### src/rtl/roulette_draw_without_replacement_assert.svh
// assertion macros used by the roulette draw datapath
`ifndef ROULETTE_DRAW_WITHOUT_REPLACEMENT_ASSERT_SVH
`define ROULETTE_DRAW_WITHOUT_REPLACEMENT_ASSERT_SVH

// same-cycle implication, off while reset is low
`define RDW_ASSERT_SAME(label, clk, rst_n, ante, cons) \
    label: assert property (@(posedge clk) disable iff (!rst_n) (ante) |-> (cons)) \
        else $error("rdw check failed");

// next-cycle implication, off while reset is low
`define RDW_ASSERT_NEXT(label, clk, rst_n, ante, cons) \
    label: assert property (@(posedge clk) disable iff (!rst_n) (ante) |=> (cons)) \
        else $error("rdw check failed");

`endif

### src/rtl/rdw_pkg.sv
package rdw_pkg;

    localparam int RDW_POOL_DEPTH  = 64;
    localparam int RDW_WEIGHT_BITS = 16;

    localparam int IDX_BITS     = 6;
    localparam int VAL_BITS     = 16;
    localparam int RAND_BITS    = 16;
    localparam int STAT_BITS    = 2;
    localparam int PICK_BITS    = 7;
    localparam int CFG_BITS     = 7;
    localparam int S_TDATA_BITS = 40;
    localparam int M_TDATA_BITS = 8;
    localparam int ADDR_BITS    = 3;

    // result status codes
    localparam logic [STAT_BITS-1:0] STAT_LOADED = 2'd0;
    localparam logic [STAT_BITS-1:0] STAT_DRAWN  = 2'd1;
    localparam logic [STAT_BITS-1:0] STAT_EMPTY  = 2'd2;

    // register index, taken from paddr[2]
    localparam logic REG_POOL_SIZE = 1'b0;

    // microprogram step addresses
    typedef logic [2:0] step_t;
    localparam step_t ST_CLR     = 3'd0;
    localparam step_t ST_IDLE    = 3'd1;
    localparam step_t ST_LD_RD   = 3'd2;
    localparam step_t ST_LD_WR   = 3'd3;
    localparam step_t ST_DR_INIT = 3'd4;
    localparam step_t ST_DR_WALK = 3'd5;
    localparam step_t ST_DR_END  = 3'd6;

    typedef enum logic [2:0] {
        J_NEXT     = 3'd0,
        J_GOTO     = 3'd1,
        J_DISPATCH = 3'd2,
        J_CLR      = 3'd3,
        J_WALK     = 3'd4
    } jmp_t;

    typedef enum logic [1:0] {
        CNT_HOLD = 2'd0,
        CNT_CLR  = 2'd1,
        CNT_INC  = 2'd2
    } cnt_op_t;

    typedef enum logic [2:0] {
        MEM_NONE    = 3'd0,
        MEM_CLR     = 3'd1,
        MEM_RD_IDX  = 3'd2,
        MEM_RD_CNT  = 3'd3,
        MEM_RD_NEXT = 3'd4,
        MEM_WR_LOAD = 3'd5,
        MEM_WR_PICK = 3'd6
    } mem_op_t;

    typedef enum logic [1:0] {
        TOT_HOLD = 2'd0,
        TOT_LOAD = 2'd1,
        TOT_DRAW = 2'd2
    } tot_op_t;

    typedef enum logic [1:0] {
        EMIT_NONE = 2'd0,
        EMIT_LOAD = 2'd1,
        EMIT_DRAW = 2'd2
    } emit_t;

    // one control word
    typedef struct packed {
        logic    ready;
        jmp_t    jmp;
        step_t   target;
        cnt_op_t cnt;
        mem_op_t mem;
        logic    thr_ld;
        logic    scan;
        tot_op_t tot;
        emit_t   emit;
    } uword_t;

    // datapath flags seen by the sequencer
    typedef struct packed {
        logic accept;
        logic req_draw;
        logic clr_end;
        logic walk_end;
        logic stall;
    } seq_stat_t;

    // microprogram rom
    function automatic uword_t urom_word(input step_t a);
        uword_t w;
        begin
            w = '0;
            case (a)
                ST_CLR: begin
                    w.mem = MEM_CLR;
                    w.cnt = CNT_INC;
                    w.jmp = J_CLR;
                end
                ST_IDLE: begin
                    w.ready  = 1'b1;
                    w.cnt    = CNT_CLR;
                    w.jmp    = J_DISPATCH;
                    w.target = ST_DR_INIT;
                end
                ST_LD_RD: begin
                    w.mem = MEM_RD_IDX;
                    w.jmp = J_NEXT;
                end
                ST_LD_WR: begin
                    w.mem    = MEM_WR_LOAD;
                    w.tot    = TOT_LOAD;
                    w.emit   = EMIT_LOAD;
                    w.jmp    = J_GOTO;
                    w.target = ST_IDLE;
                end
                ST_DR_INIT: begin
                    w.mem    = MEM_RD_CNT;
                    w.thr_ld = 1'b1;
                    w.jmp    = J_NEXT;
                end
                ST_DR_WALK: begin
                    w.mem  = MEM_RD_NEXT;
                    w.scan = 1'b1;
                    w.cnt  = CNT_INC;
                    w.jmp  = J_WALK;
                end
                ST_DR_END: begin
                    w.mem    = MEM_WR_PICK;
                    w.tot    = TOT_DRAW;
                    w.emit   = EMIT_DRAW;
                    w.jmp    = J_GOTO;
                    w.target = ST_IDLE;
                end
                default: begin
                    w.jmp    = J_GOTO;
                    w.target = ST_IDLE;
                end
            endcase
            return w;
        end
    endfunction

endpackage

### src/rtl/rdw_mem.sv
module rdw_mem
    import rdw_pkg::*;
#(
    parameter int DEPTH = RDW_POOL_DEPTH,
    parameter int WIDTH = RDW_WEIGHT_BITS,
    parameter int AW    = $clog2(RDW_POOL_DEPTH)
) (
    input  logic             aclk,
    input  logic             we,
    input  logic [AW-1:0]    waddr,
    input  logic [WIDTH-1:0] wdata,
    input  logic             re,
    input  logic [AW-1:0]    raddr,
    output logic [WIDTH-1:0] rdata
);

    logic [WIDTH-1:0] store_mem [DEPTH];
    logic [WIDTH-1:0] rdata_reg;

    always_ff @(posedge aclk) begin
        if (we) begin
            store_mem[waddr] <= wdata;
        end
    end

    always_ff @(posedge aclk) begin
        if (re) begin
            rdata_reg <= store_mem[raddr];
        end
    end

    assign rdata = rdata_reg;

endmodule

### src/rtl/rdw_seq.sv
module rdw_seq
    import rdw_pkg::*;
(
    input  logic      aclk,
    input  logic      aresetn,
    input  seq_stat_t stat,
    output uword_t    ctrl
);

    step_t upc_reg;
    step_t upc_next;

    assign ctrl = urom_word(upc_reg);

    always_comb begin
        upc_next = upc_reg;
        case (ctrl.jmp)
            J_NEXT:     upc_next = upc_reg + 3'd1;
            J_GOTO:     upc_next = ctrl.target;
            J_DISPATCH: begin
                if (stat.accept) begin
                    upc_next = stat.req_draw ? ctrl.target : upc_reg + 3'd1;
                end
            end
            J_CLR:      upc_next = stat.clr_end ? upc_reg + 3'd1 : upc_reg;
            J_WALK:     upc_next = stat.walk_end ? upc_reg + 3'd1 : upc_reg;
            default:    upc_next = ST_IDLE;
        endcase
        // result steps hold while the output register is still full
        if (stat.stall) begin
            upc_next = upc_reg;
        end
    end

    always_ff @(posedge aclk) begin
        if (!aresetn) begin
            upc_reg <= ST_CLR;
        end else begin
            upc_reg <= upc_next;
        end
    end

endmodule

### src/rtl/rdw_dpath.sv
`include "roulette_draw_without_replacement_assert.svh"

module rdw_dpath
    import rdw_pkg::*;
#(
    parameter int POOL_DEPTH  = RDW_POOL_DEPTH,
    parameter int WEIGHT_BITS = RDW_WEIGHT_BITS,
    parameter int AW          = $clog2(RDW_POOL_DEPTH)
) (
    input  logic                    aclk,
    input  logic                    aresetn,
    input  uword_t                  ctrl,
    output seq_stat_t               stat,
    input  logic [AW-1:0]           pool_last,
    input  logic                    s_tvalid,
    input  logic [S_TDATA_BITS-1:0] s_tdata,
    input  logic [0:0]              s_tuser,
    input  logic                    m_tready,
    output logic                    m_tvalid,
    output logic [M_TDATA_BITS-1:0] m_tdata,
    output logic [STAT_BITS-1:0]    m_tuser,
    output logic                    mem_we,
    output logic [AW-1:0]           mem_waddr,
    output logic [WEIGHT_BITS-1:0]  mem_wdata,
    output logic                    mem_re,
    output logic [AW-1:0]           mem_raddr,
    input  logic [WEIGHT_BITS-1:0]  mem_rdata
);

    localparam int TOTW = WEIGHT_BITS + AW;
    localparam int THRW = TOTW + RAND_BITS;
    localparam int IW   = (AW > IDX_BITS) ? AW : IDX_BITS;
    localparam int AW1  = AW + 1;
    localparam logic [AW-1:0] CLR_LAST = AW'(POOL_DEPTH - 1);

    logic [AW-1:0]          cnt_reg;
    logic [IDX_BITS-1:0]    ld_idx_reg;
    logic [WEIGHT_BITS-1:0] ld_w_reg;
    logic [RAND_BITS-1:0]   r_reg;
    logic [TOTW-1:0]        total_reg;
    logic [THRW-1:0]        thr_reg;
    logic [TOTW-1:0]        cum_reg;
    logic                   any_reg;
    logic                   found_reg;
    logic [AW-1:0]          pick_reg;
    logic [WEIGHT_BITS-1:0] pick_w_reg;
    logic [AW-1:0]          last_reg;
    logic [WEIGHT_BITS-1:0] last_w_reg;
    logic                   m_tvalid_reg;
    logic [STAT_BITS-1:0]   m_stat_reg;
    logic [PICK_BITS-1:0]   m_pick_reg;

    logic                   accept;
    logic                   stall;
    logic                   idx_ok;
    logic [IW-1:0]          idx_wide;
    logic [AW-1:0]          ld_addr;
    logic                   w_nz;
    logic [TOTW-1:0]        cum_sum;
    logic                   hit;
    logic [AW-1:0]          sel;
    logic [WEIGHT_BITS-1:0] sel_w;

    assign accept   = s_tvalid && ctrl.ready;
    assign stall    = (ctrl.emit != EMIT_NONE) && m_tvalid_reg && !m_tready;

    assign stat.accept   = accept;
    assign stat.req_draw = s_tuser[0];
    assign stat.clr_end  = (cnt_reg == CLR_LAST);
    assign stat.walk_end = (cnt_reg == pool_last);
    assign stat.stall    = stall;

    // load address, entries past the store depth are dropped
    assign idx_ok   = (32'(ld_idx_reg) < POOL_DEPTH);
    assign idx_wide = IW'(ld_idx_reg);
    assign ld_addr  = idx_wide[AW-1:0];

    // one entry of the walk
    assign w_nz    = (mem_rdata != '0);
    assign cum_sum = cum_reg + TOTW'(mem_rdata);
    assign hit     = w_nz && !found_reg && ({cum_sum, {RAND_BITS{1'b0}}} >= thr_reg);

    // threshold never met falls back to the last nonzero entry
    assign sel   = found_reg ? pick_reg : last_reg;
    assign sel_w = found_reg ? pick_w_reg : last_w_reg;

    always_comb begin
        mem_we    = 1'b0;
        mem_waddr = cnt_reg;
        mem_wdata = '0;
        mem_re    = 1'b0;
        mem_raddr = cnt_reg;
        case (ctrl.mem)
            MEM_CLR:     mem_we = 1'b1;
            MEM_RD_IDX: begin
                mem_re    = 1'b1;
                mem_raddr = ld_addr;
            end
            MEM_RD_CNT:  mem_re = 1'b1;
            MEM_RD_NEXT: begin
                mem_re    = 1'b1;
                mem_raddr = cnt_reg + AW'(1);
            end
            MEM_WR_LOAD: begin
                mem_we    = idx_ok && !stall;
                mem_waddr = ld_addr;
                mem_wdata = ld_w_reg;
            end
            MEM_WR_PICK: begin
                mem_we    = any_reg && !stall;
                mem_waddr = sel;
            end
            default: mem_we = 1'b0;
        endcase
    end

    always_ff @(posedge aclk) begin
        if (!aresetn) begin
            cnt_reg      <= '0;
            total_reg    <= '0;
            any_reg      <= 1'b0;
            found_reg    <= 1'b0;
            m_tvalid_reg <= 1'b0;
        end else begin
            case (ctrl.cnt)
                CNT_CLR: cnt_reg <= '0;
                CNT_INC: cnt_reg <= cnt_reg + AW'(1);
                default: cnt_reg <= cnt_reg;
            endcase
            if (ctrl.thr_ld) begin
                any_reg   <= 1'b0;
                found_reg <= 1'b0;
            end
            if (ctrl.scan && w_nz) begin
                any_reg <= 1'b1;
                if (hit) begin
                    found_reg <= 1'b1;
                end
            end
            if (!stall) begin
                if (ctrl.tot == TOT_LOAD && idx_ok) begin
                    total_reg <= total_reg - TOTW'(mem_rdata) + TOTW'(ld_w_reg);
                end else if (ctrl.tot == TOT_DRAW && any_reg) begin
                    total_reg <= total_reg - TOTW'(sel_w);
                end
            end
            if (ctrl.emit != EMIT_NONE && !stall) begin
                m_tvalid_reg <= 1'b1;
            end else if (m_tready) begin
                m_tvalid_reg <= 1'b0;
            end
        end
    end

    always_ff @(posedge aclk) begin
        if (accept) begin
            ld_idx_reg <= s_tdata[IDX_BITS-1:0];
            ld_w_reg   <= WEIGHT_BITS'(s_tdata[IDX_BITS +: VAL_BITS]);
            r_reg      <= s_tdata[IDX_BITS+VAL_BITS +: RAND_BITS];
        end
        if (ctrl.thr_ld) begin
            thr_reg <= THRW'(r_reg) * THRW'(total_reg);
            cum_reg <= '0;
        end
        if (ctrl.scan && w_nz) begin
            cum_reg    <= cum_sum;
            last_reg   <= cnt_reg;
            last_w_reg <= mem_rdata;
            if (hit) begin
                pick_reg   <= cnt_reg;
                pick_w_reg <= mem_rdata;
            end
        end
        if (!stall) begin
            if (ctrl.emit == EMIT_LOAD) begin
                m_stat_reg <= STAT_LOADED;
                m_pick_reg <= '0;
            end else if (ctrl.emit == EMIT_DRAW) begin
                m_stat_reg <= any_reg ? STAT_DRAWN : STAT_EMPTY;
                m_pick_reg <= any_reg ? PICK_BITS'(AW1'(sel) + AW1'(1)) : '0;
            end
        end
    end

    assign m_tvalid = m_tvalid_reg;
    assign m_tdata  = M_TDATA_BITS'(m_pick_reg);
    assign m_tuser  = m_stat_reg;

    `RDW_ASSERT_SAME(a_pick_nonzero, aclk, aresetn, ctrl.emit == EMIT_DRAW && !stall && any_reg, sel_w != '0)
    `RDW_ASSERT_SAME(a_cum_in_total, aclk, aresetn, ctrl.scan, cum_reg <= total_reg)
    `RDW_ASSERT_NEXT(a_one_in_flight, aclk, aresetn, accept, !accept)
    `RDW_ASSERT_SAME(a_drawn_index, aclk, aresetn, m_tvalid_reg && m_stat_reg == STAT_DRAWN, m_pick_reg != '0)

endmodule

### src/rtl/roulette_draw_without_replacement.sv
// channel   dir  handshake                   payload
// s_        in   s_tvalid / s_tready         s_tuser: req type; s_tdata: index, weight, fraction
// m_        out  m_tvalid / m_tready         m_tuser: status; m_tdata: picked index
// apb       in   psel, penable, pwrite       pool size at byte address 0
//
// a load beat runs through accept, read of the old weight, write-back and total update
// a draw beat runs through accept, threshold multiply, a walk over the clamped pool size,
// one stored weight per cycle through the single memory read port, zeroing write-back
// after reset a clearing pass writes every one of the POOL_DEPTH entries, one a cycle,
// and s_tready stays low until that pass is done
// a finished result sits in the output register; the next beat is taken meanwhile and
// only the step that posts a result waits for m_tready
module roulette_draw_without_replacement
    import rdw_pkg::*;
#(
    parameter int POOL_DEPTH  = RDW_POOL_DEPTH,
    parameter int WEIGHT_BITS = RDW_WEIGHT_BITS
) (
    input  logic                    aclk,
    input  logic                    aresetn,
    // input beats
    input  logic                    s_tvalid,
    output logic                    s_tready,
    input  logic [S_TDATA_BITS-1:0] s_tdata,   // entry_index, weight_value, random_fraction
    input  logic [0:0]              s_tuser,   // req_type
    // result beats
    output logic                    m_tvalid,
    input  logic                    m_tready,
    output logic [M_TDATA_BITS-1:0] m_tdata,   // picked_index
    output logic [STAT_BITS-1:0]    m_tuser,   // status
    // configuration
    input  logic                    psel,
    input  logic                    penable,
    input  logic                    pwrite,
    input  logic [ADDR_BITS-1:0]    paddr,
    input  logic [31:0]             pwdata,
    output logic [31:0]             prdata,
    output logic                    pready
);

    localparam int AW = $clog2(POOL_DEPTH);
    // reset pool size is 64, cut down to the pool depth
    localparam int POOL_RST = (POOL_DEPTH < 64) ? POOL_DEPTH : 64;
    localparam logic [AW-1:0] POOL_LAST_RST = AW'(POOL_RST - 1);

    uword_t                 ctrl;
    seq_stat_t              stat;
    logic [AW-1:0]          pool_last_reg;
    logic [AW-1:0]          pool_last_next;
    logic [CFG_BITS-1:0]    cfg_val;
    logic                   cfg_wr;
    logic                   mem_we;
    logic [AW-1:0]          mem_waddr;
    logic [WEIGHT_BITS-1:0] mem_wdata;
    logic                   mem_re;
    logic [AW-1:0]          mem_raddr;
    logic [WEIGHT_BITS-1:0] mem_rdata;

    // apb: writes land in the access phase, pool size kept as last walked entry
    assign pready  = 1'b1;
    assign cfg_wr  = psel && penable && pwrite && (paddr[2] == REG_POOL_SIZE);
    assign cfg_val = pwdata[CFG_BITS-1:0];

    always_comb begin
        // zero acts as one, anything past the store as the whole store
        if (cfg_val == '0) begin
            pool_last_next = '0;
        end else if (32'(cfg_val) > POOL_DEPTH) begin
            pool_last_next = AW'(POOL_DEPTH - 1);
        end else begin
            pool_last_next = AW'(cfg_val - CFG_BITS'(1));
        end
    end

    always_ff @(posedge aclk) begin
        if (!aresetn) begin
            pool_last_reg <= POOL_LAST_RST;
        end else if (cfg_wr) begin
            pool_last_reg <= pool_last_next;
        end
    end

    assign prdata = (paddr[2] == REG_POOL_SIZE) ? 32'(pool_last_reg) + 32'd1 : 32'd0;

    // sequencer owns the program counter, ready comes from the idle step
    assign s_tready = ctrl.ready;

    rdw_seq u_seq (
        .aclk    (aclk),
        .aresetn (aresetn),
        .stat    (stat),
        .ctrl    (ctrl)
    );

    rdw_dpath #(
        .POOL_DEPTH  (POOL_DEPTH),
        .WEIGHT_BITS (WEIGHT_BITS),
        .AW          (AW)
    ) u_dpath (
        .aclk      (aclk),
        .aresetn   (aresetn),
        .ctrl      (ctrl),
        .stat      (stat),
        .pool_last (pool_last_reg),
        .s_tvalid  (s_tvalid),
        .s_tdata   (s_tdata),
        .s_tuser   (s_tuser),
        .m_tready  (m_tready),
        .m_tvalid  (m_tvalid),
        .m_tdata   (m_tdata),
        .m_tuser   (m_tuser),
        .mem_we    (mem_we),
        .mem_waddr (mem_waddr),
        .mem_wdata (mem_wdata),
        .mem_re    (mem_re),
        .mem_raddr (mem_raddr),
        .mem_rdata (mem_rdata)
    );

    // weight store, single write and single registered read port
    rdw_mem #(
        .DEPTH (POOL_DEPTH),
        .WIDTH (WEIGHT_BITS),
        .AW    (AW)
    ) u_mem (
        .aclk  (aclk),
        .we    (mem_we),
        .waddr (mem_waddr),
        .wdata (mem_wdata),
        .re    (mem_re),
        .raddr (mem_raddr),
        .rdata (mem_rdata)
    );

endmodule

### config.mk
export PLATFORM = sky130hd
export DESIGN_NAME = roulette_draw_without_replacement
export DESIGN_NICKNAME = d
export VERILOG_FILES = /design/src/rtl/rdw_pkg.sv /design/src/rtl/rdw_mem.sv /design/src/rtl/rdw_seq.sv /design/src/rtl/rdw_dpath.sv /design/src/rtl/roulette_draw_without_replacement.sv
export VERILOG_INCLUDE_DIRS = /design/src /design/src/rtl
export SDC_FILE = /design/constraint.sdc
export NUM_CORES = 2
export LEC_CHECK = 0
export BUFFER_PORTS_ARGS = -buffer_cell sky130_fd_sc_hd__buf_4
export CELL_PAD_IN_SITES_DETAIL_PLACEMENT = 0
export CELL_PAD_IN_SITES_GLOBAL_PLACEMENT = 1
export CORE_MARGIN = 5
export CORE_UTILIZATION = 49
export DETAILED_ROUTE_END_ITERATION = 10
export GPL_TIMING_DRIVEN = 0
export PLACE_DENSITY = 0.83
export SLEW_MARGIN = 30
export SYNTH_ARGS = -nofsm -noshare
export SYNTH_HDL_FRONTEND = slang
export SYNTH_HIERARCHICAL = 1
export SYNTH_SLANG_ARGS = --single-unit
### constraint.sdc
create_clock -name aclk -period 6.75 [get_ports aclk]
set_input_delay 0.675 -clock aclk [delete_from_list [all_inputs] [get_ports aclk]]
set_output_delay 0.675 -clock aclk [all_outputs]
set_load 0.02 [all_outputs]
# Word-level counts from Yosys, hierarchy flattened
# Memories as Yosys holds them, arrays and structs flattened. A register that Yosys moved wholly into a read port is not among the register bits.
# Index checks and enable logic that the tools add are counted.
[word_totals]
output_inout_bits = 45
n_memories = 1
mem_bits_rw = 1024
elab_cells = 134
reg_bits = 191
[mem_list]
columns = ["memory", "depth", "width", "read_ports", "rd_ports_with_merged_regs", "write_ports", "line_no", "source"]
rows = [
  ["u_mem.store_mem", 64, 16, 1, 1, 1, "rdw_mem.sv:17", "logic [WIDTH-1:0] store_mem [DEPTH];"],
]
[classes]
muxes = 41
n_eq_ne = 27
n_addsub = 9
n_reduce_logical = 33
magnitude_cmp = 2
mul = 1
bitwise_logic = 2
[op_table]
columns = ["operator", "count"]
rows = [
  ["two-way mux 22 bit", 4],
  ["adder 22 x 16 -> 22 bit", 2],
  ["subtractor 22 x 16 -> 22 bit", 2],
  [">= comparator 38 bit", 1],
  ["multiplier 16 x 22 -> 38 bit", 1],
  ["one-hot mux 6 bit (2 select lines)", 3],
  ["two-way mux 16 bit", 2],
  ["equality test 3 bit (second input constant)", 7],
  ["two-way mux 7 bit", 3],
  ["equality test 3 x 2 -> 1 bit (second input constant)", 6],
  ["two-way mux 6 bit", 3],
  ["one-hot mux 3 bit (6 select lines)", 1],
  ["nonzero test 16 bit", 1],
  ["one-hot mux 3 bit (5 select lines)", 1],
  ["adder 6 x 1 -> 7 bit (second input constant)", 2],
  ["two-way mux 1 bit", 13],
  ["logical AND 1 bit", 12],
  ["two-way mux 3 bit", 4],
  ["one-hot mux 3 bit (4 select lines)", 1],
  ["nonzero test 2 bit", 6],
  ["equality test 3 x 1 -> 1 bit (second input constant)", 3],
  ["one-hot mux 4 bit (2 select lines)", 1],
  ["> comparator 7 bit (second input constant)", 1],
  ["zero test 7 bit", 1],
  ["other kinds (20)", 34],
]

# Depth between registers and ports, before layout
[depth]
word_depth = 10
ltp_mapped = 24
ltp_nobuf = 22

# Cells and area by module
# The synthesis kept the hierarchy.
[by_module_without_submodules]
columns = ["mod", "area_per_inst_um2", "cells_each", "n_inst", "seq_area_each_um2"]
rows = [
  ["rdw_mem", 40202.3, 1829, 1, 31230.0],
  ["rdw_dpath", 22369.0, 2373, 1, 5154.9],
  ["roulette_draw_without_replacement", 711.9, 96, 1, 120.1],
  ["rdw_seq", 425.4, 58, 1, 60.1],
]

# Worst setup path after synthesis
# No wires, ideal clock.
[synth_timing]
path_type = "register to register"
start = "register u_mem.rdata_reg[0], in the netlist u_mem/rdata[0] (read register of u_mem.store_mem)"
end = "register u_dpath.pick_reg[0] (enable)"
path_buffers = 0
arrival_time_ns = 6.938
t_required_ns = 6.223
stages_incl_launch_ff = 17
path_slack_ns = -0.715
path_cell_list = "edfxtp_1 ha_1 fa_1 a211oi_1 o21ai_1 o211ai_2 o21ai_1 o41a_1 a311oi_2 xnor2_1 ha_1 a21o_1 a21oi_1 o21ai_0 a21o_1 a211oi_1 a2111oi_0"
[synth_between]
elab_chain_cells = 4
elab_cells_between_ends = 7
classes_between = "add/sub: 1; order compare: 1; reduce/logical: 5"
[synth_rtl]
columns = ["element", "line_no", "source"]
rows = [
  ["start: declaration", "rdw_mem.sv:18", "logic [WIDTH-1:0] rdata_reg;"],
  ["adder 22 x 16 -> 22 bit", "rdw_dpath.sv:80", "assign cum_sum = cum_reg + TOTW'(mem_rdata);"],
  ["net u_dpath.cum_sum[16]", "rdw_dpath.sv:59", "logic [TOTW-1:0] cum_sum;"],
  [">= comparator 38 bit", "rdw_dpath.sv:81", "assign hit = w_nz && !found_reg && ({cum_sum, {RAND_BITS{1'b0}}} >= thr_reg);"],
  ["logical AND 1 bit", "rdw_dpath.sv:81", ""],
  ["AND reduction 2 bit (no line)", "n/a", ""],
  ["end signal: assignment", "rdw_dpath.sv:170", "pick_reg <= cnt_reg;"],
  ["end: declaration", "rdw_dpath.sv:45", "logic [AW-1:0] pick_reg;"],
]
# The timed path passes the listed nets, and every way through them passes these cells.
# A chain may end at the register's enable or synchronous reset.

# Final worst setup path
[layout_timing]
start = "register u_dpath.total_reg[9]"
end = "register u_dpath.thr_reg[37], data pin"
[layout_between]
elab_chain_cells = 1
[layout_rtl]
columns = ["element", "line_no", "source"]
rows = [
  ["start: declaration", "rdw_dpath.sv:40", "logic [TOTW-1:0] total_reg;"],
  ["start signal: assignment", "rdw_dpath.sv:142", "total_reg <= total_reg - TOTW'(mem_rdata) + TOTW'(ld_w_reg);"],
  ["start signal: assignment", "rdw_dpath.sv:144", "total_reg <= total_reg - TOTW'(sel_w);"],
  ["multiplier 16 x 22 -> 38 bit", "rdw_dpath.sv:162", "thr_reg <= THRW'(r_reg) * THRW'(total_reg);"],
  ["end signal: assignment", "rdw_dpath.sv:162", ""],
  ["end: declaration", "rdw_dpath.sv:41", "logic [THRW-1:0] thr_reg;"],
]
# No other way between the ends.

==> results.sh <==
export IMPL_use_met2_pct=42.03
export IMPL_fin_crit_sh_pct=97.36
export IMPL_slew_headroom_pct=28.24
export IMPL_grt_pass1_wl_um=253900
export IMPL_drt_iter0_markers=4652
export IMPL_hold_class="input port to flip-flop"
export IMPL_die_area_um2=137200
export IMPL_cts_buffer_depth=3
export IMPL_place_inst=6260
export IMPL_clock_root_buffer="clkbuf_16"
export IMPL_cp_common_cell="fa_1"
export IMPL_cp_arrival_ns=7.04
export IMPL_rsz0062_at_grt="yes"
export IMPL_clkTransAtPathRegs_ns=0.08
export IMPL_die_h_um=370.4
export IMPL_synth_avg_cell_area_um2=14.65
export IMPL_ios=128
export IMPL_syn_cell_area_um2=63660
export IMPL_fin_total_pwr_w=0.01830
export IMPL_largest_reg_flops=1024
export IMPL_dr_pass1_iters=8
export IMPL_skew_ns=0.09016
export IMPL_p_int_w=0.01329
export IMPL_detail_route_wl_per_cell_um=26.77
export IMPL_die_w_um=370.4
export IMPL_fin_nets=5228
export IMPL_max_stage_delay_ns=0.57
export IMPL_leakage_nw=28.46
export IMPL_crit_path_start_kind="flip-flop"
export IMPL_crit_slowest_cell="fa_1"
export IMPL_timing_fmax_mhz=152.2
export IMPL_pre_cts_slack_ns=-1.037
export IMPL_top_usage_layer="met2"
export IMPL_detailed_place_hpwl_um=122700
export IMPL_gp_congestion=0.9077
export IMPL_cp_cell_sequence="clkbuf_4 > clkbuf_4 > nand2_1 > fa_1 > inv_1 > fa_1 > fa_1 > inv_1 > fa_1 > fa_1 > fa_1 > inv_1 > ha_1 > o21ai_0 > o21ai_1 > a211oi_2 > a21oi_4 > o21a_1 > a21bo_2 > a221oi_2 > xnor2_1"
export IMPL_routed_wl_um=173700
export IMPL_grt_met3_usage_pct=4.369
export IMPL_slew_viol_final=0
export IMPL_core_um2=129300
export IMPL_antenna_found_initial=4
export IMPL_hold_buffers=0
export IMPL_synthCells=4346
export IMPL_grt_total_usage_pct=25.27
export IMPL_power_switching_w=0.005005
export IMPL_p_seq_share_pct=46.8
export IMPL_setup_viol=0
export IMPL_setup_reg_to_reg_worst_slack_ns=0.18
export IMPL_use_met1_pct=32.50
export IMPL_ys_warn_count=6
export IMPL_ant_nets=0
export IMPL_fin_cells=6489
export IMPL_critical_path_class="flip-flop to flip-flop"
export IMPL_placementRows=132
export IMPL_worstPathMaxFanout=10
export IMPL_drc=0
export IMPL_io_buffers=69
export IMPL_ctsHtreeMaxLevel=3
export IMPL_tritoncts="built"
export IMPL_first_global_vias=38410
export IMPL_grt_max_degree=63
export IMPL_numCtsBuffers=119
export IMPL_combPwrFrac_pct=17.3
export IMPL_worst_pin_slew_ns=1.076
export IMPL_dr_total_vias=38400
export IMPL_hold_viol_final=0
export IMPL_initial_core_util_pct=49.23
export IMPL_clkPwrFrac_pct=35.9
export IMPL_min_period_ns=6.572
export IMPL_cp_required_ns=7.22
export IMPL_postLayoutSetupSlackWorst_ns=0.1781
export IMPL_overflow=0
export IMPL_irDropWorstVdd_v=0.0003058
export IMPL_cts_sinks=1231
export IMPL_maxCapViolations=0
export IMPL_layout_drive_gt1_share_pct=19.03
export IMPL_end_kind="flip-flop"
export IMPL_switching_share_pct=27.35
export IMPL_final_core_util_pct=55.72
export IMPL_syn2layout_area_growth_pct=13.19
export IMPL_clock_latency_ns=0.77
export IMPL_powerDensity_nw_per_um2=253.9
export IMPL_status="finished, final reports clean"
export IMPL_vias_per_cell=5.918
-- metal layers --
metal | part of all wire (%) | wire length, µm
met5 | 0.0081 | 14
met4 | 5.8 | 10050
met3 | 8.5 | 14800
met2 | 49 | 84620
met1 | 37 | 64220
-- per-stage QoR --
stage	area, µm²	setup TNS [ns]	hold slack, ns
2_1_floorplan	63750	0	0.4237
3_3_place_gp	66450	-276.73	0.4535
3_5_place_dp	67920	-14.94	0.4702
4_1_cts	71950	0	0.07770
5_1_grt	72050	-0.007514	0.08509
6_report	72060	0	0.1256
-- worst paths after layout --
check                           depth (start not counted)                             to                               from
worst max-delay path                                   21  u_dpath/thr_reg[37]$_DFFE_PP_  u_dpath/total_reg[9]$_SDFFE_PN0P_
worst min-delay path                                    1  u_dpath/idx_wide[2]$_DFFE_PP_                         s_tdata[2]
worst max register to register                         21  u_dpath/thr_reg[37]$_DFFE_PP_  u_dpath/total_reg[9]$_SDFFE_PN0P_
worst min register to register                          0  u_dpath/pick_reg[5]$_DFFE_PP_    u_dpath/cnt_reg[5]$_SDFFE_PN0P_
-- power groups by stage --
stage	combinational, W	sequential, W	clock, W
global placement	0.00298	0.00872	0
detailed placement	0.00309	0.00872	0
floorplan	0.00201	0.00868	0
global route	0.00331	0.00856	0.00700
CTS	0.00312	0.00856	0.00666
finish	0.00317	0.00856	0.00657
-- worst max-delay path: cells and delay by family, from the launching register on --
kind                     cells  cell delay (ns)
AND/OR/NAND/NOR              1             0.11
adder cells (fa/ha/maj)      7             3.42
XOR/XNOR                     1             0.13
AO/OA/AOI/OAI                7             1.63
buffers and inverters        5             0.70
flip-flops                   1             0.35
-- cell usage in the layout (no fill, tap or decap), drive strengths merged, types with 15 or more instances in the layout --
cell type     n
nand2b       19
nand2       334
o21ai        84
conb         27
a21o         41
nor4         17
ha          203
o21bai       15
clkbuf      246
nor2        165
o211ai       16
inv         451
dfxtp        40
a221oi       23
nand3        59
o21a         15
xnor2        57
and3         31
edfxtp     1191
clkinv       61
a211oi       32
nor2b        56
xor2         32
and2        185
mux2i       107
mux4        224
nor3         37
buf         283
a21oi       125
a22oi        42
fa          296
nand4        29
a31oi        17
mux2         33
-- area by class of cell --
class	count	area [µm²]
Inverter	448	1682
Fill cell	10080	57260
Clock buffer	142	3084
Tap cell	1742	2180
Sequential cell	1231	36590
Buffer	230	1478
Clock inverter	78	774.5
Multi-Input combinational cell	2459	24540
Timing Repair Buffer	157	1732
Antenna cell	2	5.005
-- what timing repair did --
action,in CTS,in global routing
endpoints found under the hold margin,0,0
setup endpoints to repair,20,15
pin swaps,1,1
setup buffers,4,5
resized for setup,74,69
(Power assumes the default switching activity.)
